File: src/rtl/sha1s_pkg.sv
// shared constants, interface structs and round functions for the sha-1 stream hasher
package sha1s_pkg;

    // round constants
    localparam logic [31:0] K_0 = 32'h5a827999;
    localparam logic [31:0] K_1 = 32'h6ed9eba1;
    localparam logic [31:0] K_2 = 32'h8f1bbcdc;
    localparam logic [31:0] K_3 = 32'hca62c1d6;

    // initial chaining values
    localparam logic [31:0] IV_0 = 32'h67452301;
    localparam logic [31:0] IV_1 = 32'hefcdab89;
    localparam logic [31:0] IV_2 = 32'h98badcfe;
    localparam logic [31:0] IV_3 = 32'h10325476;
    localparam logic [31:0] IV_4 = 32'hc3d2e1f0;

    // padding marker byte
    localparam logic [7:0] PAD_MARK = 8'h80;

    // round group boundaries
    localparam logic [6:0] ROUND_B1     = 7'd20;
    localparam logic [6:0] ROUND_B2     = 7'd40;
    localparam logic [6:0] ROUND_B3     = 7'd60;
    localparam logic [6:0] LAST_ROUND   = 7'd79;
    localparam logic [6:0] SCHED_ROUNDS = 7'd16;

    // number of chaining words
    localparam int unsigned CHAIN_N = 5;

    // commands from the controller to the round core
    typedef struct packed {
        logic       start;
        logic       init;
        logic       rd_en;
        logic [2:0] rd_idx;
    } t_core_cmd;

    // round core status
    typedef struct packed {
        logic busy;
        logic done;
    } t_core_sts;

    // block buffer read request
    typedef struct packed {
        logic       en;
        logic [3:0] addr;
    } t_buf_rd;

    // initial value of one chaining word
    function automatic logic [31:0] chain_iv(input logic [2:0] idx);
        logic [31:0] v;
        unique case (idx)
            3'd0:    v = IV_0;
            3'd1:    v = IV_1;
            3'd2:    v = IV_2;
            3'd3:    v = IV_3;
            3'd4:    v = IV_4;
            default: v = IV_0;
        endcase
        return v;
    endfunction

    // round constant for round t
    function automatic logic [31:0] round_k(input logic [6:0] t);
        logic [31:0] k;
        priority if (t < ROUND_B1) begin
            k = K_0;
        end else if (t < ROUND_B2) begin
            k = K_1;
        end else if (t < ROUND_B3) begin
            k = K_2;
        end else begin
            k = K_3;
        end
        return k;
    endfunction

    // boolean function for round t
    function automatic logic [31:0] round_f(input logic [6:0] t, input logic [31:0] b,
                                            input logic [31:0] c, input logic [31:0] d);
        logic [31:0] f;
        priority if (t < ROUND_B1) begin
            f = (b & c) | (~b & d);
        end else if (t < ROUND_B2) begin
            f = b ^ c ^ d;
        end else if (t < ROUND_B3) begin
            f = (b & c) | (b & d) | (c & d);
        end else begin
            f = b ^ c ^ d;
        end
        return f;
    endfunction

endpackage

File: src/rtl/sha1s_block_buf.sv
// block buffer: packs message bytes into big-endian words in a 16-word memory
module sha1s_block_buf
    import sha1s_pkg::*;
(
    input  logic        i_clk,
    input  logic        i_rst_n,
    input  logic        i_wr_en,
    input  logic [7:0]  i_wr_byte,
    output logic [5:0]  o_fill,
    input  t_buf_rd     i_rd,
    output logic [31:0] o_rd_data
);

    logic [31:0] r_mem [16];
    logic [23:0] r_acc;
    logic [5:0]  r_fill;
    logic [31:0] r_rd_data;

    // byte count within the block, wraps after 64
    always_ff @(posedge i_clk) begin
        if (!i_rst_n) begin
            r_fill <= '0;
        end else if (i_wr_en) begin
            r_fill <= r_fill + 6'd1;
        end
    end

    // word assembly and memory access
    always_ff @(posedge i_clk) begin
        if (i_wr_en) begin
            r_acc <= {r_acc[15:0], i_wr_byte};
        end
        if (i_wr_en && (r_fill[1:0] == 2'd3)) begin
            r_mem[r_fill[5:2]] <= {r_acc, i_wr_byte};
        end
        if (i_rd.en) begin
            r_rd_data <= r_mem[i_rd.addr];
        end
    end

    assign o_fill    = r_fill;
    assign o_rd_data = r_rd_data;

`ifndef SYNTH
    // the core reads the block only while no bytes come in
    a_no_rd_during_fill: assert property (@(posedge i_clk) disable iff (!i_rst_n)
        i_wr_en |-> !i_rd.en)
        else $error("block buffer read while bytes are written");
`endif

endmodule

File: src/rtl/sha1s_round_core.sv
// round core: chaining word memory, working registers, schedule window and round unit
module sha1s_round_core
    import sha1s_pkg::*;
(
    input  logic        i_clk,
    input  logic        i_rst_n,
    input  t_core_cmd   i_cmd,
    output t_core_sts   o_sts,
    output t_buf_rd     o_buf_rd,
    input  logic [31:0] i_buf_data,
    output logic [31:0] o_chain_data
);

    localparam logic [6:0] XFER_END = 7'(CHAIN_N);
    localparam logic [3:0] SCHED_LAST_RD = 4'd15;

    typedef enum logic [1:0] {C_IDLE, C_LOAD, C_ROUND, C_WB} t_state;

    t_state      r_state;
    logic [6:0]  r_cnt;
    logic        r_fresh;
    logic [31:0] r_a, r_b, r_c, r_d, r_e;
    logic [31:0] r_sched [16];
    logic [31:0] r_chain_mem [CHAIN_N];
    logic [31:0] r_chain_q;
    logic [2:0]  r_idx_q;

    logic        chain_rd_en;
    logic [2:0]  chain_rd_idx;
    logic        chain_wr_en;
    logic [2:0]  chain_wr_idx;
    logic [31:0] chain_dout;
    logic [31:0] chain_wr_data;
    logic [31:0] w_mix, w_rot, w_cur, t_sum;
    t_buf_rd     buf_rd;

    // chaining words read as initial values until the first write-back
    assign chain_dout    = r_fresh ? chain_iv(r_idx_q) : r_chain_q;
    assign chain_wr_data = chain_dout + r_a;

    // message schedule expansion and the round sum
    assign w_mix = r_sched[2] ^ r_sched[7] ^ r_sched[13] ^ r_sched[15];
    assign w_rot = {w_mix[30:0], w_mix[31]};
    assign w_cur = (r_cnt < SCHED_ROUNDS) ? i_buf_data : w_rot;
    assign t_sum = {r_a[26:0], r_a[31:27]} + round_f(r_cnt, r_b, r_c, r_d) + r_e
                 + round_k(r_cnt) + w_cur;

    // memory access strobes per phase
    always_comb begin
        chain_rd_en  = 1'b0;
        chain_rd_idx = i_cmd.rd_idx;
        chain_wr_en  = 1'b0;
        chain_wr_idx = r_cnt[2:0] - 3'd1;
        buf_rd       = '0;
        unique case (r_state)
            C_IDLE: begin
                chain_rd_en = i_cmd.rd_en;
            end
            C_LOAD: begin
                chain_rd_en  = (r_cnt < XFER_END);
                chain_rd_idx = r_cnt[2:0];
                buf_rd.en    = (r_cnt == XFER_END);
            end
            C_ROUND: begin
                buf_rd.en   = (r_cnt[3:0] < SCHED_LAST_RD) && (r_cnt < SCHED_ROUNDS);
                buf_rd.addr = r_cnt[3:0] + 4'd1;
            end
            C_WB: begin
                chain_rd_en  = (r_cnt < XFER_END);
                chain_rd_idx = r_cnt[2:0];
                chain_wr_en  = (r_cnt != 7'd0);
            end
        endcase
    end

    // sequencer: load, 80 rounds, write-back
    always_ff @(posedge i_clk) begin
        if (!i_rst_n) begin
            r_state <= C_IDLE;
            r_cnt   <= '0;
            r_fresh <= 1'b1;
        end else begin
            unique case (r_state)
                C_IDLE: begin
                    if (i_cmd.start) begin
                        r_state <= C_LOAD;
                        r_cnt   <= '0;
                    end else if (i_cmd.init) begin
                        r_fresh <= 1'b1;
                    end
                end
                C_LOAD: begin
                    if (r_cnt == XFER_END) begin
                        r_state <= C_ROUND;
                        r_cnt   <= '0;
                    end else begin
                        r_cnt <= r_cnt + 7'd1;
                    end
                end
                C_ROUND: begin
                    if (r_cnt == LAST_ROUND) begin
                        r_state <= C_WB;
                        r_cnt   <= '0;
                    end else begin
                        r_cnt <= r_cnt + 7'd1;
                    end
                end
                C_WB: begin
                    if (r_cnt == XFER_END) begin
                        r_state <= C_IDLE;
                        r_fresh <= 1'b0;
                    end else begin
                        r_cnt <= r_cnt + 7'd1;
                    end
                end
            endcase
        end
    end

    // working registers and schedule window
    always_ff @(posedge i_clk) begin
        if (((r_state == C_LOAD) || (r_state == C_WB)) && (r_cnt != 7'd0)) begin
            r_a <= r_b;
            r_b <= r_c;
            r_c <= r_d;
            r_d <= r_e;
            r_e <= chain_dout;
        end else if (r_state == C_ROUND) begin
            r_a <= t_sum;
            r_b <= r_a;
            r_c <= {r_b[1:0], r_b[31:2]};
            r_d <= r_c;
            r_e <= r_d;
            r_sched[0] <= w_cur;
            for (int i = 1; i < 16; i++) begin
                r_sched[i] <= r_sched[i-1];
            end
        end
    end

    // chaining word memory
    always_ff @(posedge i_clk) begin
        if (chain_wr_en) begin
            r_chain_mem[chain_wr_idx] <= chain_wr_data;
        end
        if (chain_rd_en) begin
            r_chain_q <= r_chain_mem[chain_rd_idx];
            r_idx_q   <= chain_rd_idx;
        end
    end

    assign o_sts.busy   = (r_state != C_IDLE);
    assign o_sts.done   = (r_state == C_WB) && (r_cnt == XFER_END);
    assign o_buf_rd     = buf_rd;
    assign o_chain_data = chain_dout;

`ifndef SYNTH
    // a compression starts only from idle
    a_start_idle: assert property (@(posedge i_clk) disable iff (!i_rst_n)
        i_cmd.start |-> (r_state == C_IDLE))
        else $error("compression start while core busy");

    // after write-back the memory holds real chaining words
    a_done_stored: assert property (@(posedge i_clk) disable iff (!i_rst_n)
        o_sts.done |=> (r_state == C_IDLE) && !r_fresh)
        else $error("write-back did not complete");
`endif

endmodule

File: src/rtl/sha1_stream_hasher.sv
// sha-1 stream hasher top: byte intake, padding sequencer and digest output
// an item without end of message leaves the hasher idle and ready for the next; a completed 64-byte block
// holds the intake through a compression (chaining word load, 80 rounds on one round unit, write-back)
// end of message: padding bytes at one per cycle, paused while a full block compresses, with a turn step
// that writes no byte before the length, one or two compressions, then each digest word is read, loaded and sent
// reset: synchronous active low; chaining words read as initial values, counts cleared at once
module sha1_stream_hasher
    import sha1s_pkg::*;
(
    input  logic        i_clk,
    input  logic        i_rst_n,
    input  logic        i_in_valid,
    output logic        o_in_ready,
    input  logic [7:0]  i_data_byte,
    input  logic        i_byte_present,
    input  logic        i_end_of_message,
    output logic        o_out_valid,
    input  logic        i_out_ready,
    output logic [31:0] o_digest_word,
    output logic [2:0]  o_word_index,
    output logic        o_last_word
);

    localparam logic [5:0] FILL_LAST  = 6'd63;
    localparam logic [5:0] PAD_LEN_AT = 6'd56;
    localparam logic [2:0] LAST_IDX   = 3'd4;
    localparam logic [2:0] LEN_LAST   = 3'd7;

    typedef enum logic [2:0] {S_IDLE, S_PAD, S_COMP, S_RDWORD, S_LDWORD, S_SEND} t_state;
    typedef enum logic [1:0] {P_MARK, P_ZERO, P_LEN} t_pad;

    t_state      r_state;
    t_state      r_resume;
    t_pad        r_pad;
    logic [2:0]  r_len_cnt;
    logic [63:0] r_msg_bytes;
    logic [2:0]  r_word_idx;
    logic        r_out_valid;
    logic [31:0] r_digest_word;
    logic [2:0]  r_word_index;
    logic        r_last_word;

    logic        in_xfer;
    logic        out_xfer;
    logic        buf_wr;
    logic [7:0]  buf_byte;
    logic        block_full;
    logic [63:0] len_bits;
    logic [63:0] len_shifted;
    logic [5:0]  buf_fill;
    logic [31:0] buf_data;
    logic [31:0] chain_data;
    t_buf_rd     buf_rd;
    t_core_cmd   core_cmd;
    t_core_sts   core_sts;

    assign o_in_ready = (r_state == S_IDLE);
    assign in_xfer    = i_in_valid && o_in_ready;
    assign out_xfer   = r_out_valid && i_out_ready;

    // big-endian length byte selected by the length counter
    assign len_bits    = {r_msg_bytes[60:0], 3'b000};
    assign len_shifted = len_bits >> {~r_len_cnt, 3'b000};

    // byte source: message bytes or padding
    always_comb begin
        buf_wr   = 1'b0;
        buf_byte = i_data_byte;
        if (r_state == S_IDLE) begin
            buf_wr = in_xfer && i_byte_present;
        end else if (r_state == S_PAD) begin
            unique case (r_pad)
                P_MARK: begin
                    buf_wr   = 1'b1;
                    buf_byte = PAD_MARK;
                end
                P_ZERO: begin
                    buf_wr   = (buf_fill != PAD_LEN_AT);
                    buf_byte = '0;
                end
                P_LEN: begin
                    buf_wr   = 1'b1;
                    buf_byte = len_shifted[7:0];
                end
                default: begin
                    buf_wr   = 1'b0;
                    buf_byte = '0;
                end
            endcase
        end
    end

    assign block_full = buf_wr && (buf_fill == FILL_LAST);

    // core commands
    assign core_cmd.start  = block_full;
    assign core_cmd.init   = out_xfer && r_last_word;
    assign core_cmd.rd_en  = (r_state == S_RDWORD);
    assign core_cmd.rd_idx = r_word_idx;

    // controller state and registered outputs
    always_ff @(posedge i_clk) begin
        if (!i_rst_n) begin
            r_state       <= S_IDLE;
            r_resume      <= S_IDLE;
            r_pad         <= P_MARK;
            r_len_cnt     <= '0;
            r_msg_bytes   <= '0;
            r_word_idx    <= '0;
            r_out_valid   <= 1'b0;
            r_digest_word <= '0;
            r_word_index  <= '0;
            r_last_word   <= 1'b0;
        end else begin
            unique case (r_state)
                S_IDLE: begin
                    if (in_xfer) begin
                        r_pad      <= P_MARK;
                        r_word_idx <= '0;
                        if (i_byte_present) begin
                            r_msg_bytes <= r_msg_bytes + 64'd1;
                        end
                        if (block_full) begin
                            r_state  <= S_COMP;
                            r_resume <= i_end_of_message ? S_PAD : S_IDLE;
                        end else if (i_end_of_message) begin
                            r_state <= S_PAD;
                        end
                    end
                end
                S_PAD: begin
                    unique case (r_pad)
                        P_MARK: begin
                            r_pad <= P_ZERO;
                        end
                        P_ZERO: begin
                            if (buf_fill == PAD_LEN_AT) begin
                                r_pad     <= P_LEN;
                                r_len_cnt <= '0;
                            end
                        end
                        P_LEN: begin
                            r_len_cnt <= r_len_cnt + 3'd1;
                        end
                        default: begin
                            r_pad <= P_MARK;
                        end
                    endcase
                    if (block_full) begin
                        r_state  <= S_COMP;
                        r_resume <= ((r_pad == P_LEN) && (r_len_cnt == LEN_LAST))
                                    ? S_RDWORD : S_PAD;
                    end
                end
                S_COMP: begin
                    if (core_sts.done) begin
                        r_state <= r_resume;
                    end
                end
                S_RDWORD: begin
                    r_state <= S_LDWORD;
                end
                S_LDWORD: begin
                    r_out_valid   <= 1'b1;
                    r_digest_word <= chain_data;
                    r_word_index  <= r_word_idx;
                    r_last_word   <= (r_word_idx == LAST_IDX);
                    r_state       <= S_SEND;
                end
                S_SEND: begin
                    if (out_xfer) begin
                        r_out_valid <= 1'b0;
                        if (r_last_word) begin
                            r_state     <= S_IDLE;
                            r_msg_bytes <= '0;
                        end else begin
                            r_word_idx <= r_word_idx + 3'd1;
                            r_state    <= S_RDWORD;
                        end
                    end
                end
                default: begin
                    r_state <= S_IDLE;
                end
            endcase
        end
    end

    sha1s_block_buf u_block_buf (
        .i_clk     (i_clk),
        .i_rst_n   (i_rst_n),
        .i_wr_en   (buf_wr),
        .i_wr_byte (buf_byte),
        .o_fill    (buf_fill),
        .i_rd      (buf_rd),
        .o_rd_data (buf_data)
    );

    sha1s_round_core u_round_core (
        .i_clk        (i_clk),
        .i_rst_n      (i_rst_n),
        .i_cmd        (core_cmd),
        .o_sts        (core_sts),
        .o_buf_rd     (buf_rd),
        .i_buf_data   (buf_data),
        .o_chain_data (chain_data)
    );

    assign o_out_valid   = r_out_valid;
    assign o_digest_word = r_digest_word;
    assign o_word_index  = r_word_index;
    assign o_last_word   = r_last_word;

`ifndef SYNTH
    // no new item is taken while a digest word waits
    a_out_blocks_in: assert property (@(posedge i_clk) disable iff (!i_rst_n)
        o_out_valid |-> !o_in_ready)
        else $error("input accepted while digest pending");

    // the block buffer is never written under a running compression
    a_wr_core_idle: assert property (@(posedge i_clk) disable iff (!i_rst_n)
        buf_wr |-> !core_sts.busy)
        else $error("buffer write during compression");

    // compression completes only while the controller waits for it
    a_done_in_comp: assert property (@(posedge i_clk) disable iff (!i_rst_n)
        core_sts.done |-> (r_state == S_COMP))
        else $error("unexpected compression done");
`endif

endmodule
File: config.mk
export PLATFORM = sky130hd
export DESIGN_NAME = sha1_stream_hasher
export DESIGN_NICKNAME = d
export VERILOG_FILES = /design/src/rtl/sha1s_pkg.sv /design/src/rtl/sha1s_block_buf.sv /design/src/rtl/sha1s_round_core.sv /design/src/rtl/sha1_stream_hasher.sv
export SDC_FILE = /design/constraint.sdc
export NUM_CORES = 2
export LEC_CHECK = 0
export BUFFER_PORTS_ARGS = -buffer_cell sky130_fd_sc_hd__buf_2
export CAP_MARGIN = 20
export CELL_PAD_IN_SITES_DETAIL_PLACEMENT = 0
export CELL_PAD_IN_SITES_GLOBAL_PLACEMENT = 2
export CORE_MARGIN = 3
export CORE_UTILIZATION = 45
export CTS_CLUSTER_SIZE = 25
export DETAILED_ROUTE_END_ITERATION = 6
export PLACE_DENSITY_LB_ADDON = 0.12
export SYNTH_ARGS = -nofsm -noshare
export SYNTH_HDL_FRONTEND = slang
export SYNTH_SLANG_ARGS = --single-unit
File: constraint.sdc
create_clock -name i_clk -period 46.8 [get_ports i_clk]
set_input_delay 9.36 -clock i_clk [delete_from_list [all_inputs] [get_ports i_clk]]
set_output_delay 9.36 -clock i_clk [all_outputs]
set_load 0.005 [all_outputs]
* Word level (Yosys, flattened, before mapping) *
Memory sizes are Yosys's and may differ from the RTL's. A register that Yosys moved wholly into a read port is not among the register bits.
Index checks and enable logic that the tools add are counted.

operators by class
  bitwise logic cells = 14
  eq/ne operators = 41
  add/sub/neg operators = 12
  $lt $le $gt $ge = 6
  mux-type cells = 82
  reductions and logical operators = 33
  shift operators = 1

operators by type and width
  operator               number
  $mux 32                17
  $mux 64                4
  $add 32x32->32         5
  $xor 32x32->32         5
  $and 32x32->32         4
  $pmux 32 s4            1
  $pmux 64 s2            1
  $or 32x32->32          3
  $add 64x1->64 const B  1
  $shr 64x6->8           1
  $mux 3                 14
  $not 32->32            1
  $mux 31                1
  $mux 7                 4
  $pmux 7 s4             1
  $ne 2x2->1 const B     13
  $reduce_and 4->1       5
  $pmux 3 s2             3
  $pmux 3 s6             1
  $mux 2                 8
  $mux 8                 2
  $pmux 8 s2             1
  $eq 3x3->1 const B     5
  $mux 1                 15
  36 further kinds       73

word-level totals
  bits in registers = 318
  output and inout port bits = 38
  bits in writable memories = 1,184
  logic and storage cells = 213
  memories = 3

memory list
  memory                    words  bits a word  rd ports  clocked after memory_dff  write ports  RTL line                source
  u_block_buf.r_mem         16     32           1         1                         1            sha1s_block_buf.sv:14   logic [31:0] r_mem [16];
  u_round_core.r_sched      16     32           16        0                         16           sha1s_round_core.sv:23  logic [31:0] r_sched [16];
  u_round_core.r_chain_mem  5      32           1         1                         1            sha1s_round_core.sv:24  logic [31:0] r_chain_mem [CHAIN_N];

* Logic depth before layout (Yosys ltp) *
  depth in word-level cells = 12
  gate-level depth with buffers = 25
  depth with buffers taken out = 23

* By module *
A second synthesis with hierarchy kept.

unflattened totals
  cells, all modules = 4,397
  area total of the unflattened synthesis = 65,625.4 sq um

by module, submodules not included
  module              cells each  area an instance (sq um)  sequential area each (sq um)  times used
  sha1s_round_core    2,819       38,884.8                  26,235.2                      1
  sha1s_block_buf     890         21,159.0                  17,176.5                      1
  sha1_stream_hasher  688         5,581.6                   2,222.1                       1

* Least setup slack after synthesis *
No wires, ideal clock.

  path type = flip-flop to flip-flop
  start point = reg u_round_core.r_state[0]
  end point = reg u_round_core.r_a[0] (enable)
  buffers on the path = 1
  data required time = 46.274 ns
  cell stages (with the launch flop) = 6
  slack = 30.101 ns
  arrival time = 16.173 ns
  path through = dfxtp_1 > inv_1 > ha_1 > clkbuf_1 > inv_1 > nand2_1

on the way
  cells in the longest elaborated chain, start to end = 4
  elaborated cells between the ends (all ways) = 6
  classes of those cells = eq/ne (3); reduce/logical (3)

ends and longest elaborated chain
  element                                   RTL line                 source
  start, declared                           sha1s_round_core.sv:19   t_state r_state;
  start signal, assigned                    sha1s_round_core.sv:79   r_state <= C_IDLE;
  start signal, assigned                    sha1s_round_core.sv:86   r_state <= C_LOAD;
  start signal, assigned                    sha1s_round_core.sv:94   r_state <= C_ROUND;
  $eq 2x1->1 or $eq 2x2->1 (tied branches)  sha1s_round_core.sv:122  if (((r_state == C_LOAD) || (r_state == C_WB)) && (r_cnt != 7'd0)) begin
  $logic_or 1x1->1                          sha1s_round_core.sv:122
  $logic_and 1x1->1                         sha1s_round_core.sv:122
  $reduce_bool 2->1 (no line) *             -
  end signal, assigned                      sha1s_round_core.sv:123  r_a <= r_b;
  end signal, assigned                      sha1s_round_core.sv:129  r_a <= t_sum;
  end, declared                             sha1s_round_core.sv:22   logic [31:0] r_a, r_b, r_c, r_d, r_e;

Every way passes the cells marked *; elsewhere a longest branch is shown, timed or not.
A chain may end at the register's enable or synchronous reset.

* Final worst setup path *
  start point = in i_in_valid
  end point = reg r_msg_bytes[55]

on the way
  cells in the longest elaborated chain, start to end = 3

ends and longest elaborated chain
  element                     RTL line                   source
  start, declared             sha1_stream_hasher.sv:12   input logic i_in_valid,
  $logic_and 1x1->1           sha1_stream_hasher.sv:58   assign in_xfer = i_in_valid && o_in_ready;
  $ne 2x1->1 (no line)        -
  $reduce_and 5->1 (no line)  -
  end signal, assigned        sha1_stream_hasher.sv:121  r_msg_bytes <= r_msg_bytes + 64'd1;
  end, declared               sha1_stream_hasher.sv:36   logic [63:0] r_msg_bytes;

Every way passes these cells.

==> results.yml <==
status:
  status: "finished with violations"
  violations: "design-rule violations"
pwr:
  p_per_area_nw_per_um2: 38.4
  power_uw: 2850
  ir_worst_vdd_mv: 0.0276
  p_leak_uw: 0.0259
clock_tree:
  root_buffer: "clkbuf_16"
  clk_pin_slew_ns: 0.06
  cts_tree: "done"
  cts_hold_buffers: 0
  clk-insertion-delay-late_ns: 0.79
  cts_setup_buffers: 0
  cts.htree.levels: 4
  cts_resized: 0
  cts_num_sinks: 1562
  numCtsBuffers: 167
  cts_buffer_depth: 3
timing:
  slew_headroom_pct: 15.7
  period_needed_ns: 11.63
  hold_slack_ns: 0.405
  report.final.slew_viol_count: 0
  finalCritPeriodShare_pct: 24.9
  setup_viol: 0
  fin_setup_tns_ns: 0
  fin_skew_ns: 0.0305
  max_freq_ghz: 0.0860
  worst_slew_pin_slew_ns: 1.25
  rsz0062_at_grt: "no"
  hold_viol_final: 0
  finalWorstSetupSlack_ns: 35.17
floorplanning:
  ios: 52
  coreArea_um2: 145000
  row_count: 139
  dieArea_um2: 151000
  die_y_um: 389
  die_w_um: 389
  start_util_pct: 45.6
critical_path:
  cp_max_fo: 12
  worstPathCellList: "buf_2, or4b_4, o22a_1, or2_1, or4_4, nor3_4, nand4_2, or3_1, a21oi_1"
  crit_arrival_ns: 12.34
  setup.worst_path.start_class: "input pin"
  crit_path_top_delay_cell: "or4_4"
  worstPathRequired_ns: 47.50
  crit_type: "input pin to flop"
  end_kind: "flop"
  max_stage_delay_ns: 0.65
routing:
  drc: 3
  wirelength_um: 159000
  vias_per_cell: 5.38
  antenna_left: 0
  vias: 37737
  avgRoutedWirePerCell_um: 22.7
  drt-initial-drc-count: 3037
  drtPass1Iterations: 7
synthesis:
  synth_top_area_cell: "edfxtp_1"
  syn_nets: 5144
  synth_common_cells: "1435 x edfxtp_1, 901 x nand2_1, 283 x o21ai_0, 229 x inv_1, 207 x clkbuf_1"
  ys_seq_elements: 1562
  yosysTopAreaCellShare_pct: 65.3
  synth_most_common_cell: "edfxtp_1"
  netlist_top_cells_area: "edfxtp_1 65%, nand2_1 5.1%, dfxtp_1 3.9%"
  syn_area_um2: 66000
  netlist-cell-type-count: 75
  yosysWarnings: 0
  async_flop_share_pct: 0
  synth_edf_count: 1435
  ys_seq_area_share_pct: 69.2
  synth_area_per_cell_um2: 13.5
  synthCells: 4899
  ys.flop_type: "edfxtp_1"
global_routing:
  overflow: 0
  use_met3_pct: 3.57
  top_usage_layer: "met1"
  met1_usage_pct: 32.5
  grt_pass1_vias: 36701
  use_met2_pct: 31.0
  grt_max_degree: 202
  antenna_found_initial: 11
  grt_pass1_wl_um: 238000
  grtUsageTotal_pct: 21.0
cells_and_area:
  multi_input_area_um2: 18800
  drive_gt1_share_pct: 8.74
  fin_cells: 7020
  final_nets: 5224
  syn_to_final_growth_pct: 12.4
  seq_area_um2: 45600
  fill_cells: 12367
  diodes: 0
place:
  place_ws_ns: 34.34
  dp_hpwl_um: 100000
  io_buffer_count: 51
  gp_congestion: 0.807
  dpl.cell_count: 6710
job:
  drv_cap: 0
worst_hold_path:
  hp-class: "flop to flop"
==> metal layers <==
metal  wire, µm  part of all wire, %
met5         27                0.017
met4       3240                  2.0
met3       8400                  5.3
met2      69600                   44
met1      77900                   49
==> metrics by stage <==
stage          util, %  instance area [µm²]
2_1_floorplan        -                66000
3_3_place_gp      47.5                68600
3_5_place_dp      47.5                68700
4_1_cts           51.3                74100
5_1_grt           51.3                74100
6_report          51.3                74100
==> sequential cells by signal (all words and copies together), names as in the netlist, 3 cells and up <==
register	count
u_round_core.r_idx_q	3
r_len_cnt	3
u_round_core.r_chain_mem	160
o_word_index	3
u_block_buf.r_mem	512
r_msg_bytes	61
u_round_core.r_a	32
u_block_buf.o_fill	6
r_state	3
u_round_core.r_sched	512
u_round_core.r_cnt	7
o_digest_word	32
u_round_core.r_c	32
u_block_buf.r_acc	24
r_word_idx	3
u_round_core.r_chain_q	32
u_block_buf.o_rd_data	32
u_round_core.r_b	32
u_round_core.r_e	32
u_round_core.r_d	32
==> where the power goes <==
| part | switching [µW] | internal (µW) | total (µW) |
|---|---|---|---|
| clock network | 548 | 753 | 1300 |
| logic | 15.4 | 6.24 | 21.6 |
| registers | 10.1 | 1520 | 1530 |
| total | 573 | 2280 | 2850 |
==> area by class of cell <==
cell class,count,area share [%]
flip-flops and latches,1562,61.6
multi-input cells,2873,25.4
clock buffers,218,6.12
well taps,1903,3.21
repair buffers,144,1.36
clock inverters,89,1.18
inverters,231,1.17
==> critical path, delay by kind of cell <==
family / cells / cell delay (ns)
and+or+nand+nor: 6 / 2.44
buffers and inverters: 1 / 0.12
AOI/OAI and AO/OA: 2 / 0.40
==> final timing paths <==
kind / start / to / slack [ns] / depth (start not counted)
setup reg to reg: u_round_core.r_cnt[5] / u_round_core.r_a[31] / 38.94 / 26
setup / recovery: i_in_valid / r_msg_bytes[55] / 35.17 / 9
hold / removal: u_round_core.r_sched[11][2] / u_round_core.r_sched[12][2] / 0.41 / 0
hold reg to reg: u_round_core.r_sched[11][2] / u_round_core.r_sched[12][2] / 0.41 / 0
==> kinds of logic after synthesis <==
group / count (synthesis) / synth area share [%]
adder cells (fa/ha/maj): 231 / 5.75
AND/OR/NAND/NOR: 1501 / 10.1
AO/OA/AOI/OAI: 892 / 8.62
XOR/XNOR: 210 / 2.79
buffers and inverters: 464 / 2.67
flip-flops: 1562 / 69.2
multiplexers: 39 / 0.899
==> placed cells by master, fill, tap and decap left out, drive strengths merged, types with 26 or more instances in the layout <==
| cell type | n |
|---|---|
| nor3 | 30 |
| ha | 111 |
| buf | 143 |
| and2 | 32 |
| nor2 | 174 |
| a21oi | 160 |
| a21o | 26 |
| dfxtp | 127 |
| xor2 | 61 |
| nor2b | 172 |
| a311oi | 63 |
| nand3 | 77 |
| xnor2 | 149 |
| a211oi | 162 |
| inv | 235 |
| fa | 120 |
| o21ai | 286 |
| nand2 | 901 |
| clkinv | 66 |
| a31oi | 71 |
| edfxtp | 1435 |
| clkbuf | 218 |
Power figures use the tool's default switching activity.
